**src/binary_cross_morphology_defines.svh**
```systemverilog
`ifndef BINARY_CROSS_MORPHOLOGY_DEFINES_SVH
`define BINARY_CROSS_MORPHOLOGY_DEFINES_SVH

// same-cycle implication, sampled on clk_i, off while rst_ni is low
`define BCM_ASSERT_IMP(lbl, ante, cons, msg) \
  lbl: assert property (@(posedge clk_i) disable iff (!rst_ni) (ante) |-> (cons)) \
    else $error(msg);

// next-cycle implication, sampled on clk_i, off while rst_ni is low
`define BCM_ASSERT_NXT(lbl, ante, cons, msg) \
  lbl: assert property (@(posedge clk_i) disable iff (!rst_ni) (ante) |=> (cons)) \
    else $error(msg);

`endif

```
**src/bcm_pkg.sv**
```systemverilog
package bcm_pkg;

  // config port
  localparam int CFG_AW = 4;
  localparam int CFG_DW = 32;
  localparam int SIZE_W = 11;

  // output queue
  localparam int FIFO_DEPTH = 8;
  localparam int FIFO_AW    = 3;
  localparam int FIFO_CW    = 4;
  // beats that can sit in the two stages before reaching the queue
  localparam int PIPE_SLOTS = 4;

  typedef enum logic [1:0] {
    REG_FRAME_WIDTH  = 2'd0,
    REG_FRAME_HEIGHT = 2'd1,
    REG_MORPH_MODE   = 2'd2
  } bcm_reg_e;

  typedef enum logic [1:0] {
    MODE_DILATE = 2'd0,
    MODE_ERODE  = 2'd1,
    MODE_OPEN   = 2'd2,
    MODE_CLOSE  = 2'd3
  } bcm_mode_e;

  // one beat between stages: tick marks a stream beat, valid a pixel
  typedef struct packed {
    logic tick;
    logic valid;
    logic black;
    logic eor;
    logic eof;
  } bcm_beat_t;

  // result pixel as queued for the output
  typedef struct packed {
    logic end_of_frame;
    logic end_of_row;
    logic out_black;
  } bcm_pix_t;

endpackage

```
**src/bcm_fifo.sv**
```systemverilog
`include "binary_cross_morphology_defines.svh"

module bcm_fifo (
  input  logic                     clk_i,
  input  logic                     rst_ni,
  input  logic                     push_i,
  input  bcm_pkg::bcm_pix_t        data_i,
  input  logic                     pop_i,
  output bcm_pkg::bcm_pix_t        data_o,
  output logic                     valid_o,
  output logic [bcm_pkg::FIFO_CW-1:0] count_o
);

  import bcm_pkg::*;

  bcm_pix_t             mem_q [FIFO_DEPTH];
  logic [FIFO_AW-1:0]   wr_q, rd_q;
  logic [FIFO_CW-1:0]   cnt_q, cnt_d;

  always_comb begin
    cnt_d = cnt_q;
    if (push_i && !pop_i) begin
      cnt_d = cnt_q + FIFO_CW'(1);
    end else if (pop_i && !push_i) begin
      cnt_d = cnt_q - FIFO_CW'(1);
    end
  end

  always_ff @(posedge clk_i or negedge rst_ni) begin
    if (!rst_ni) begin
      wr_q  <= '0;
      rd_q  <= '0;
      cnt_q <= '0;
    end else begin
      cnt_q <= cnt_d;
      if (push_i) begin
        wr_q <= wr_q + FIFO_AW'(1);
      end
      if (pop_i) begin
        rd_q <= rd_q + FIFO_AW'(1);
      end
    end
  end

  always_ff @(posedge clk_i) begin
    if (push_i) begin
      mem_q[wr_q] <= data_i;
    end
  end

  assign data_o  = mem_q[rd_q];
  assign valid_o = (cnt_q != '0);
  assign count_o = cnt_q;

  `BCM_ASSERT_IMP(a_no_overflow, push_i && !pop_i, cnt_q != FIFO_CW'(FIFO_DEPTH),
                  "result queue overflow")

endmodule

```
**config.mk**
```make
export PLATFORM = sky130hd
export DESIGN_NAME = bcm_fifo
export DESIGN_NICKNAME = d
export VERILOG_FILES = /design/src/bcm_pkg.sv /design/src/bcm_fifo.sv
export VERILOG_INCLUDE_DIRS = /design/src /design/src/src
export SDC_FILE = /design/constraint.sdc
export NUM_CORES = 1
export LEC_CHECK = 0
export BUFFER_PORTS_ARGS = -buffer_cell sky130_fd_sc_hd__buf_4
export CORE_MARGIN = 1.5
export CORE_UTILIZATION = 60
export CTS_BUF_LIST = sky130_fd_sc_hd__clkbuf_8
export DETAILED_ROUTE_END_ITERATION = 6
export GPL_TIMING_DRIVEN = 0
export MAX_ROUTING_LAYER = met4
export PLACE_DENSITY_LB_ADDON = 0.3
export REMOVE_ABC_BUFFERS = 1
export SLEW_MARGIN = 20
export SYNTH_ARGS = -nofsm -noshare
export SYNTH_HDL_FRONTEND = slang
export SYNTH_SLANG_ARGS = --single-unit
```
**constraint.sdc**
```tcl
create_clock -name clk_i -period 4.43 [get_ports clk_i]
set_input_delay 0 -clock clk_i [delete_from_list [all_inputs] [get_ports clk_i]]
set_output_delay 0 -clock clk_i [all_outputs]
set_load 0.02 [all_outputs]
```
# Word level (Yosys, flattened, before mapping)
# Memories as Yosys holds them, arrays and structs flattened.
# Index checks and enable logic that the tools add are counted.
dict set report totals {
  word_cells 18
  ram_bits 24
  memories 1
  output_inout_bits 8
  ff_bits 10
}
# memory depth width rd rd_clocked_by_memory_dff write_ports line
set memory_table {}
lappend memory_table {mem_q 8 3 1 0 1 bcm_fifo.sv:16} ;# bcm_pix_t mem_q [FIFO_DEPTH];
dict set report op_classes {
  n_mux 4
  reduce_logical 6
  addsub 4
}
# op n
set ops {}
lappend ops {{two-way mux 4 bit} 2}
lappend ops {{adder 3 x 1 -> 3 bit, second input constant} 2}
lappend ops {{adder 4 x 1 -> 4 bit, second input constant} 1}
lappend ops {{nonzero test 4 bit} 1}
lappend ops {{subtractor 4 x 1 -> 4 bit, second input constant} 1}
lappend ops {{logical AND 1 bit} 2}
lappend ops {{zero test 1 bit} 2}
lappend ops {{two-way mux 1 bit} 2}
lappend ops {{nonzero test 2 bit} 1}

# Longest topological paths before layout
# Gate-level depths: netlist of the first run.
dict set report depth {
  depth_word 4
  ltp_mapped 7
  ltp_nobuf 7
}

# Worst setup path after synthesis of the first run
# Ideal clock, no wire load.
dict set report synth_path {
  path_kind {reg-to-reg}
  from {register cnt_q[2] (netlist: count_o[2])}
  to {register cnt_q[3] (netlist: count_o[3])}
  arrival_ns 1.528
  period_less_slack_ns 1.659
  t_required_ns 4.299
  path_slack_ns 2.771
  stages_incl_launch_ff 5
  path_cell_list {dfrtp_1 > ha_1 > or4_1 > o211ai_1 > o211ai_1}
}
dict set report synth_between {
  elab_chain_cells 3
  word_cells_on_any_way 4
  cone_classes {add/sub: 2; mux: 2}
}
# item line
set synth_lines {}
lappend synth_lines {{start, declared} bcm_fifo.sv:18} ;# logic [FIFO_CW-1:0] cnt_q, cnt_d;
lappend synth_lines {{start signal, assigned} bcm_fifo.sv:35} ;# cnt_q <= cnt_d;
lappend synth_lines {{subtractor 4 x 1 -> 4 bit} bcm_fifo.sv:25} ;# cnt_d = cnt_q - FIFO_CW'(1);
lappend synth_lines {{two-way mux 4 bit} bcm_fifo.sv:24} ;# end else if (pop_i && !push_i) begin
lappend synth_lines {{two-way mux 4 bit (*)} bcm_fifo.sv:22} ;# if (push_i && !pop_i) begin
# Every way passes the cells marked *; elsewhere a longest branch is shown, timed or not. The select of a mux whose other input is x is not followed.
# A chain may end at the register's enable or synchronous reset.

# Final worst setup path of the first run
dict set report layout_path {
  from {input pop_i}
  to {register cnt_q[3] (netlist: count_o[3])}
}
dict set report layout_between {
  elab_chain_cells 3
  word_cells_on_any_way 5
  cone_classes {mux: 1; reduce/logical: 4}
}
# item line
set layout_lines {}
lappend layout_lines {{start, declared} bcm_fifo.sv:8} ;# input logic pop_i,
lappend layout_lines {{zero test 1 bit} bcm_fifo.sv:22}
lappend layout_lines {{logical AND 1 bit} bcm_fifo.sv:22}
lappend layout_lines {{two-way mux 4 bit or nonzero test 2 bit (tied branches)} -}
# Parallel ways exist; a longest one is shown, timed or not.

==> key figures, run 1 <==
Detailed routing
  • 1st-iter DRT viols: 18
  • Routed vias: about 870
  • Final wirelength: 2.47 mm
  • Via-to-Cell Ratio: 5.85
  • DRC errors left: 0
  • Final ANT Viol Nets: 0
  • Initial DRT Pass Iterations: 4
  • Per-cell routed wire length: 16.6 um

Floorplanning
  • Die area: about 2900 um^2
  • Cell row count: 18
  • Core area: 2430 um^2
  • Die Span X: ~53 um
  • Die Y: around 53 um
  • IO Pins: 15
  • Initial Util: 0.628

Global routing
  • Initial antenna violation count: 0
  • Largest net degree at the start of global routing: 13
  • First-pass GRT wire length: 3.96 mm
  • Grt ovf: 0
  • GR Util All Layers: 0.221
  • Vias in the first global route: 871

Logic synthesis
  • Count leader, synth: edfxtp_1
  • Yosys top cell area share: 0.472
  • Most common flop cell mapped by yosys: edfxtp_1
  • Ranking of synthesized cells by area: edfxtp_1 47%, dfrtp_1 16%, mux4_1 10%, mux2_2 4.4%, ha_1 4.1%
  • Synthesis-stage register bit count: 34
  • Mapped Cells: 94
  • Avg Cell Area, Syn: 16.2 um^2
  • Seq/Total Area, Yosys: 0.636
  • Asr flop ratio synth: 0.294
  • Largest area contributor in the netlist: edfxtp_1
  • Number of distinct library cells after synthesis: 24
  • Synthesized area: approximately 1500 um^2
  • Post-synth top cells: 24 x edfxtp_1, 10 x dfrtp_1
  • Yosys warnings: 0
  • Post-synth EDFFs: 24

Setup path
  • Crit-path cells: dlygate4sd3_1, buf_4, inv_1, ha_1, inv_1, ha_1, or4_1, o211ai_1, o211ai_1
  • Worst r2r path cells: 4
  • Stages on worst setup path: 9
  • Worst path slowest cell: or4_1
  • Critical path startpoint: pop_i
  • CP bufs+invs: 4
  • CP Class: primary input to register
  • CP Max Fanout: 6
  • Delay-heaviest family, CP: buffers and inverters
  • Startpoint types: primary input
  • FF-to-FF Start: count_o[2]
  • CP max stage delay: 0.55 ns
  • Endpoint type of the worst setup path: register
  • CP arrival: roughly 2.3 ns
  • CP required: 4.60 ns

Pwr
  • Worst vdd ir: 533 uV
  • Pwr Total: about 1.2 mW
  • Static Leak: 0.679 nW
  • Pwr/cell area: roughly 640 nW/um^2

Place
  • Final HPWL DP: 1.74 mm
  • Placed Instance Area: 1650 um^2
  • Pre-CTS WS: around 2.6 ns
  • Gpl congestion: between 0.7 and 0.8
  • Port Buf Inserts: 14

Timing
  • Pins Over Slew Limit: 0
  • RSZ-0062 raised after global routing: no
  • Tmin final: 2.08 ns
  • Crit share post-route: 0.470
  • Setup TNS: 0 ns
  • Worst slew margin: 0.649
  • Worst-Margin Slew: 0.522 ns
  • Worst setup margin: ~2.3 ns
  • Fin. Hold Viols: 0
  • Setup Skew: 0.00589 ns
  • Setup violations, final: 0
  • Fmax: 0.480 GHz

Clocking
  • Clock latency at the later pin of the worst-skew pair: 0.29 ns
  • Post-CTS sizing: 0
  • H-tree lvl count: 2
  • CTS tree: done
  • Post-CTS Hold Fix Bufs: 6
  • Max Root-Sink Buffers: 2
  • Clock-pin slew on the worst setup and hold paths: 0.07 ns
  • Clock tree sinks: 34
  • Setup Buffers After CTS: 0
  • TritonCTS Buffers: 5
  • Clock root cell: clkbuf_8

Outcome
  • Status: finished clean

Finish
  • Diodes inserted: 0
  • Filler cells: approximately 150
  • Layout cells sized above 1: 0.235
  • Util after Layout: 0.740
  • Area Overhead vs Synth: 18.0%
  • NumNets Final: 131
  • Final Cell Area: 1800 um^2

Hold path
  • Hold Crit Class: primary input to asynchronous set/reset pin

Job
  • # Max-Cap Violations: 0
final cells by class:
cell class / count / area [um^2] / area share
clock buffer: 5 / 68.8 / 0.0382
clock inverter: 3 / 21.3 / 0.0118
inverter: 2 / 7.51 / 0.00417
multi-input combinational: 55 / 529 / 0.294
sequential: 34 / 971 / 0.539
tap: 30 / 37.5 / 0.0208
timing repair buffer: 20 / 165 / 0.0917
cell families (layout without fill, tap and decap cells):
family          Yosys count  in the layout  share of synthesized area
xor+xnor                  6              6                     0.0344
fa+ha+maj                 6              6                     0.0541
buf+inv                   5             30                     0.0172
compound gates            6              6                     0.0270
mux                      13             13                      0.154
simple gates             24             24                     0.0770
flops                    34             34                      0.636
power breakdown:
group | switching (mW) | leakage (nW) | internal [mW]
sequential | 0.0935 | 0.336 | 0.423
combinational | 0.194 | 0.299 | 0.223
clock | 0.114 | 0.0441 | 0.110
total | 0.402 | 0.679 | 0.756
per-layer routing:
| metal | vias to the layer above | global-route usage | wire length, um |
|---|---|---|---|
| li1 | 406 | - | - |
| met1 | 436 | 0.252 | 1080 |
| met2 | 21 | 0.333 | 1230 |
| met3 | 9 | 0.0904 | 108 |
| met4 | 0 | 0.120 | 53 |
| met5 | - | - | 0 |
per-stage QoR:
step	hold slack (ns)	std cells
detailed placement	-0.164	135
finish	0.0728	149
global route	0.0903	149
floorplan	-0.296	91
global placement	-0.165	135
CTS	0.0644	149
sequential cells by signal (all words and copies together), names as in the netlist:
name and flops:
count_o 4, wr_q 3, rd_q 3, mem_q 24
layout by cell type, fill, tap and decap left out:
master,netlist,layout
edfxtp_1,24,24
buf_4,0,14
dfrtp_1,10,10
mux4_1,6,6
mux2_2,6,6
nand2_1,6,6
nor2_1,6,6
dlygate4sd3_1,0,6
ha_1,5,5
clkbuf_8,0,5
xnor2_1,4,4
nand2b_1,3,3
nor3_1,3,3
inv_1,2,2
or4_1,2,2
xor2_1,2,2
a21oi_1,2,2
o211ai_1,2,2
nand3_1,2,2
o21ai_0,1,1
nand3b_1,1,1
or3_1,1,1
mux2i_1,1,1
a2111o_1,1,1
fa_1,1,1
clkinv_2,0,1
clkinv_4,0,1
clkinvlp_4,0,1
worst register-to-register path: cells and delay by family (launching register included):
kind / cells / cell delay (ns)
DFF: 1 / 0.41
and+or+nand+nor: 1 / 0.55
AOI/OAI and AO/OA: 2 / 0.22
adders and majority gates: 1 / 0.38
worst paths after layout:
check / endpoint / slack [ns]
max reg2reg: count_o[3] / 2.74
min: wr_q[1] / 0.07
max: count_o[3] / 2.35
min reg2reg: count_o[2] / 0.55
min in group clk_i: rd_q[0] / 0.48
max in group asynchronous: wr_q[2] / 4.22
Note: power is estimated with default switching activity, not from simulation.
==> run 2, diff against run 1 <==
--- a/config.mk
+++ b/config.mk
@@ -8,7 +8,7 @@
 export LEC_CHECK = 0
 export BUFFER_PORTS_ARGS = -buffer_cell sky130_fd_sc_hd__buf_4
 export CORE_MARGIN = 1.5
-export CORE_UTILIZATION = 60
+export CORE_UTILIZATION = 54
 export CTS_BUF_LIST = sky130_fd_sc_hd__clkbuf_8
 export DETAILED_ROUTE_END_ITERATION = 6
 export GPL_TIMING_DRIVEN = 0
==> constraint.sdc (replaced) <==
create_clock -name clk_i -period 1.7 [get_ports clk_i]
set_input_delay 0 -clock clk_i [delete_from_list [all_inputs] [get_ports clk_i]]
set_output_delay 0 -clock clk_i [all_outputs]
set_load 0.02 [all_outputs]
==> run 2 against run 1 <==
Net effect: the flow now finishes with violations (setup timing); largest cell class unchanged; critical path depth shrank 6; design area grew 2.6%; utilization shrank 5.8 points; sequential power grew to 2.7 times the previous value; highest routed layer unchanged; setup slack lost 2.4 ns.
==> key figures, run 2 (synthesis gave the netlist of run 1 again) <==
Outcome
  • Status: finished with violations (was finished clean)
  • Failing checks: setup timing

Detailed routing
  • Per-cell routed wire length: 16.6 um (about the same)
  • 1st-iter DRT viols: 16 (was 18)
  • Routed length on met2: 1.18 mm (was 1.23 mm)
  • Initial DRT Pass Iterations: 4 (unchanged)
  • Final wirelength: 2.53 mm (was 2.47 mm)
  • M1 WL: 1.16 mm (was 1.08 mm)
  • Met3 wire len: 103 um (was 108 um)
  • Via-to-Cell Ratio: 5.78 (was 5.85)
  • Routed vias: 879 (was 872)
  • DRC errors left: 0 (unchanged)
  • Max Used Layer: met4 (unchanged)
  • Final ANT Viol Nets: 0 (unchanged)

Finish
  • Layout cells sized above 1: 0.306 (was 0.235)
  • Max reg flops: 24 (unchanged)
  • Commonest non-fill, non-tap cell in the layout: edfxtp_1 (unchanged)
  • NumNets Final: 133 (was 131)
  • Util after Layout: 0.682 (was 0.740)
  • Most frequent cells in the layout: 24 x edfxtp_1, 12 x buf_4, 9 x dfrtp_1 (was 24 x edfxtp_1, 14 x buf_4, 10 x dfrtp_1)
  • Diodes inserted: 0 (unchanged)
  • Finished Layout Cells: 152 (was 149)
  • Biggest register: mem_q (unchanged)
  • Area Overhead vs Synth: 21.1% (was 18.0%)
  • Filler cells: 201 (was 154)

Setup path
  • Startpoint types: register (was primary input)
  • Endpoint type of the worst setup path: output port (was register)
  • Worst r2r path cells: 4 (unchanged)
  • CP Max Fanout: 7 (was 6)
  • CP arrival: 1.75 ns (was 2.25 ns)
  • CP required: 1.70 ns (was 4.60 ns)
  • CP Class: register to output port (was primary input to register)

Timing
  • RSZ-0062 raised after global routing: yes (was no)
  • Crit share post-route: 1.03
  • Fmax: roughly 0.57 GHz
  • Tmin final: 1.75 ns
  • Worst slew margin: 0.653 (was 0.649)
  • Setup violations, final: 3 (was 0)
  • Pins Over Slew Limit: 0 (unchanged)
  • Worst-Margin Slew: 0.517 ns (was 0.522 ns)
  • Setup Skew: 0.00326 ns (was 0.00589 ns)
  • Fin. Hold Viols: 0 (unchanged)
  • Worst setup margin: -0.0519 ns (was 2.35 ns)

Hold path
  • Hold Path Depth: 2
  • Hold Crit Class: primary input to register (was primary input to asynchronous set/reset pin)

Global routing
  • Vias in the first global route: 885 (was 871)
  • Initial antenna violation count: 0 (unchanged)
  • GR Util All Layers: 0.198 (was 0.221)
  • First-pass GRT wire length: 4.35 mm (was 3.96 mm)
  • Largest net degree at the start of global routing: 12 (was 13)
  • Grt ovf: 0 (unchanged)

Clocking
  • Clock latency at the later pin of the worst-skew pair: 0.28 ns (was 0.29 ns)
  • Clock-pin slew on the worst setup and hold paths: 0.07 ns (about the same)
  • TritonCTS Buffers: 5 (unchanged)
  • CTS tree: done (unchanged)
  • H-tree lvl count: 2 (unchanged)
  • Clock root cell: clkbuf_8 (unchanged)
  • Max Root-Sink Buffers: 2 (unchanged)
  • Clock tree sinks: 34 (unchanged)

Floorplanning
  • IO Pins: 15 (unchanged)
  • Die Span X: 56.2 um (was 53.4 um)
  • Cell row count: 19 (was 18)
  • Die Y: 56.2 um (was 53.4 um)
  • Die area: 3150 um^2 (was 2860 um^2)
  • Core area: 2710 um^2 (was 2430 um^2)
  • Initial Util: 0.563 (was 0.628)

Pwr
  • Pwr/cell area: 1790 nW/um^2 (was 643 nW/um^2)
  • Static Leak: 0.689 nW (was 0.679 nW)
  • Worst vdd ir: 1380 uV (was 533 uV)
  • Pwr Total: 3.30 mW (was 1.16 mW)

Job
  • # Max-Cap Violations: 0 (unchanged)

Place
  • Gpl congestion: 0.765 (was 0.766)
  • Port Buf Inserts: 14 (unchanged)
  • Final HPWL DP: 1.68 mm (was 1.74 mm)
  • Placed insts: 136 (was 135)
==> run 2: routing by layer <==
layer	track usage	vias up
li1	-	411
met1	0.266	437
met2	0.272	22
met3	0.0488	9
met4	0.119	0
met5	-	-
==> run 2: area by class of cell <==
| cell class | instances | area [um^2] | share of cell area |
|---|---|---|---|
| Timing Repair Buffer | 22 | 194 | 0.105 |
| Tap cell | 31 | 38.8 | 0.0210 |
| Sequential cell | 34 | 972 | 0.526 |
| Multi-Input combinational cell | 55 | 527 | 0.285 |
| Clock buffer | 5 | 68.8 | 0.0372 |
| Clock inverter | 3 | 40.0 | 0.0217 |
| Inverter | 2 | 7.51 | 0.00406 |
==> run 2: path summary, 6_finish.rpt <==
kind                       startpoint          to  slack [ns]
min reg2reg                   wr_q[1]     wr_q[1]        0.57
max in group asynchronous      rst_ni     rd_q[0]        1.47
min in group asynchronous      rst_ni     rd_q[2]        0.08
max reg2reg                count_o[2]  count_o[3]        0.11
max                           rd_q[0]   data_o[2]       -0.05
min                            push_i     wr_q[1]       0.009
==> run 2: what timing repair did <==
action                                  4_1_cts  5_1_grt
endpoints found under the setup margin        3        4
hold buffers                                  7        0
setup buffers                                 1        0
resized for setup                            12        1
hold endpoints to repair                     36        0
==> run 2: critical path: stages, from the launching register on <==
cell and delay, ns:
dfrtp_2 0.51, mux4_2 0.56, mux2_4 0.28, buf_6 0.13
==> run 2: through the flow <==
| stage | cell area [um^2] | TNS, ns | setup slack (ns) | hold WS [ns] |
|---|---|---|---|---|
| after floorplan | 1510 | 0 | 0.0409 | -0.296 |
| after global placement | 1650 | -0.0611 | -0.0611 | -0.163 |
| after detailed placement | 1650 | -0.102 | -0.102 | -0.159 |
| after CTS | 1840 | -0.161 | -0.0651 | 0.00546 |
| after global routing | 1850 | -0.287 | -0.107 | 0.0217 |
| final | 1850 | -0.111 | -0.0519 | 0.00940 |
==> run 2: where the power goes <==
part	internal (mW)	switching, mW	leakage (nW)	total (mW)
registers	1.11	0.261	0.335	1.37
logic	0.700	0.524	0.296	1.22
clock network	0.431	0.281	0.0579	0.712
total	2.24	1.07	0.689	3.30
==> run 3, diff against run 2 <==
--- a/config.mk
+++ b/config.mk
@@ -6,11 +6,11 @@
 export SDC_FILE = /design/constraint.sdc
 export NUM_CORES = 1
 export LEC_CHECK = 0
-export BUFFER_PORTS_ARGS = -buffer_cell sky130_fd_sc_hd__buf_4
 export CORE_MARGIN = 1.5
-export CORE_UTILIZATION = 54
+export CORE_UTILIZATION = 58
 export CTS_BUF_LIST = sky130_fd_sc_hd__clkbuf_8
 export DETAILED_ROUTE_END_ITERATION = 6
+export DONT_BUFFER_PORTS = 1
 export GPL_TIMING_DRIVEN = 0
 export MAX_ROUTING_LAYER = met4
 export PLACE_DENSITY_LB_ADDON = 0.3
==> run 3 against run 2 <==
Net effect: the flow now finishes without violations; total power shrank 13%; routed wire length shrank 4.3%; die area shrank 6.5%; utilization grew 1.2 points; clock skew grew 0.0024 ns; maximum frequency grew 5.0%; design area shrank 7.0%; critical endpoint is now data_o[1]; largest power group unchanged.
==> key figures, run 3 (synthesis gave the netlist of run 1 again) <==
Clocking
  • Max Root-Sink Buffers: 2 (unchanged)
  • CTS tree: done (unchanged)
  • TritonCTS Buffers: 5 (unchanged)
  • Clock root cell: clkbuf_8 (unchanged)
  • H-tree lvl count: 2 (unchanged)
  • Clock-pin slew on the worst setup and hold paths: 0.06 ns (was 0.07 ns)
  • Clock latency at the later pin of the worst-skew pair: 0.28 ns (about the same)
  • Clock tree sinks: 34 (unchanged)

Setup path
  • Endpoint type of the worst setup path: output port (unchanged)
  • R2R Setup Slk: 0.10 ns (was 0.11 ns)
  • Worst path slowest cell: mux4_1 (was mux4_2)
  • Worst r2r path cells: 4 (unchanged)
  • CP endpoint: data_o[1] (was data_o[2])
  • Critical path startpoint: rd_q[0] (unchanged)
  • Crit-path cells: mux4_1, mux2_4 (was mux4_2, mux2_4, buf_6)
  • FF-to-FF Start: count_o[2] (unchanged)
  • CP Class: register to output port (unchanged)
  • CP Max Fanout: 7 (unchanged)
  • CP required: 1.70 ns (about the same)
  • Reg-to-reg critical path endpoint: count_o[3] (unchanged)
  • CP max stage delay: 0.58 ns (was 0.56 ns)
  • CP arrival: 1.67 ns (was 1.75 ns)
  • Startpoint types: register (unchanged)

Timing
  • Fmax: 0.599 GHz (was 0.571 GHz)
  • Crit share post-route: 0.981 (was 1.03)
  • Hold WS: 0.118 ns (was 0.00940 ns)
  • Setup TNS: 0 ns (was -0.111 ns)
  • Setup violations, final: 0 (was 3)
  • Worst-Margin Slew: 0.552 ns (was 0.517 ns)
  • RSZ-0062 raised after global routing: yes (unchanged)
  • Tmin final: 1.67 ns (was 1.75 ns)
  • Worst slew margin: 0.629 (was 0.653)
  • Pins Over Slew Limit: 0 (unchanged)
  • Fin. Hold Viols: 0 (unchanged)
  • Setup Skew: 0.00570 ns (was 0.00326 ns)

Detailed routing
  • Initial DRT Pass Iterations: 4 (unchanged)
  • Final ANT Viol Nets: 0 (unchanged)
  • Via-to-Cell Ratio: 5.98 (was 5.78)
  • DRC errors left: 0 (unchanged)
  • Routed vias: 813 (was 879)
  • Final wirelength: 2.42 mm (was 2.53 mm)
  • Per-cell routed wire length: 17.8 um (was 16.6 um)
  • 1st-iter DRT viols: 20 (was 16)

Global routing
  • Grt ovf: 0 (unchanged)
  • First-pass GRT wire length: 3.82 mm (was 4.35 mm)
  • Largest net degree at the start of global routing: 11 (was 12)
  • Vias in the first global route: 802 (was 885)
  • Initial antenna violation count: 0 (unchanged)
  • GR Util All Layers: 0.207 (was 0.198)

Pwr
  • Pwr/cell area: 1670 nW/um^2 (was 1790 nW/um^2)
  • Clock Power Share: 0.184 (was 0.216)
  • P_int: 1.89 mW (was 2.24 mW)
  • Switching pwr: 0.986 mW (was 1.07 mW)
  • Switching share of power: 0.343 (was 0.323)
  • Static Leak: 0.636 nW (was 0.689 nW)
  • Worst vdd ir: 1130 uV (was 1380 uV)
  • Reg power frac: 0.494 (was 0.414)
  • Comb power frac: 0.322 (was 0.371)

Finish
  • Layout cells sized above 1: 0.142 (was 0.306)
  • Area Overhead vs Synth: 12.6% (was 21.1%)
  • Max reg flops: 24 (unchanged)
  • Commonest non-fill, non-tap cell in the layout: edfxtp_1 (unchanged)
  • Biggest register: mem_q (unchanged)
  • Diodes inserted: 0 (unchanged)
  • NumNets Final: 118 (was 133)
  • Most frequent cells in the layout: 24 x edfxtp_1, 8 x dfrtp_1 (was 24 x edfxtp_1, 12 x buf_4, 9 x dfrtp_1)

Floorplanning
  • Die area: 2950 um^2 (was 3150 um^2)
  • Die Y: 54.3 um (was 56.2 um)
  • Die Span X: 54.3 um (was 56.2 um)
  • IO Pins: 15 (unchanged)
  • Cell row count: 18 (was 19)
  • Core area: 2480 um^2 (was 2710 um^2)
  • Initial Util: 0.616 (was 0.563)

Job
  • # Max-Cap Violations: 0 (unchanged)

Place
  • Port Buf Inserts: 0 (was 14)
  • Gpl congestion: 0.788 (was 0.765)
  • Final HPWL DP: 1.70 mm (was 1.68 mm)

Hold path
  • Hold Crit Class: primary input to asynchronous set/reset pin (was primary input to register)

Outcome
  • Status: finished clean (was finished with violations)
run 3: cell types whose count changed in the layout (fill, tap and decap cells not counted), moves of 2 or more:
cell and change:
mux4_1 +6, mux4_2 -6, inv_1 +3, buf_6 -3, buf_4 -11, clkinv_2 -2
run 3: routing by layer:
metal  vias up  track usage  share of wire
met2        22        0.311           0.50
li1        385            -              -
met4         0       0.0625         0.0087
met3         2       0.0847          0.045
met5         -            -              0
met1       404        0.260           0.45
run 3: power by group through the flow:
stage | logic (mW) | clock network, mW | registers [mW]
floorplan | 0.707 | 0 | 1.35
finish | 0.925 | 0.529 | 1.42
global placement | 0.776 | 0 | 1.41
detailed placement | 0.818 | 0 | 1.42
global route | 1.02 | 0.588 | 1.45
CTS | 0.891 | 0.539 | 1.42
run 3: final cells by class:
| type | count | area [um^2] |
|---|---|---|
| Fill cell | 181 | 758 |
| Tap cell | 30 | 37.5 |
| Timing Repair Buffer | 7 | 67.6 |
| Clock buffer | 5 | 68.8 |
| Clock inverter | 3 | 11.3 |
| Sequential cell | 34 | 973 |
| Inverter | 2 | 7.51 |
| Multi-Input combinational cell | 55 | 553 |
run 3: timing repair:
action                                 4_1_cts  5_1_grt
setup endpoints to repair                    4        4
hold buffers                                 6        0
endpoints found under the hold margin       40        0
gates resized for setup                      2        4
buffers inserted                             1        0
run 3: worst min path at each step:
| stage | startpoint | to | slack (ns) |
|---|---|---|---|
| 3_3_place_gp | rst_ni | count_o[3] | -0.30 |
| 6_report | rst_ni | rd_q[2] | 0.12 |
| 5_1_grt | rst_ni | rd_q[2] | 0.14 |
| 3_5_place_dp | rst_ni | rd_q[0] | -0.30 |
| 2_1_floorplan | rst_ni | count_o[0] | -0.30 |
| 4_1_cts | push_i | mem_q[3][0] | 0.11 |
run 3: per-stage QoR:
step	setup slack, ns	cell area (um^2)	total power [mW]	cells	utilization
floorplan	0.0409	1510	2.06	91	-
global placement	-0.00416	1550	2.19	121	0.624
detailed placement	-0.0261	1550	2.24	121	0.624
CTS	0.00997	1710	2.85	136	0.689
global route	-0.0218	1720	3.06	136	0.694
finish	0.0317	1720	2.88	136	0.694
run 3: worst max-delay path: cells and delay by family (launching register included):
family | cells | cell delay (ns)
flops | 1 | 0.48
mux | 2 | 0.90
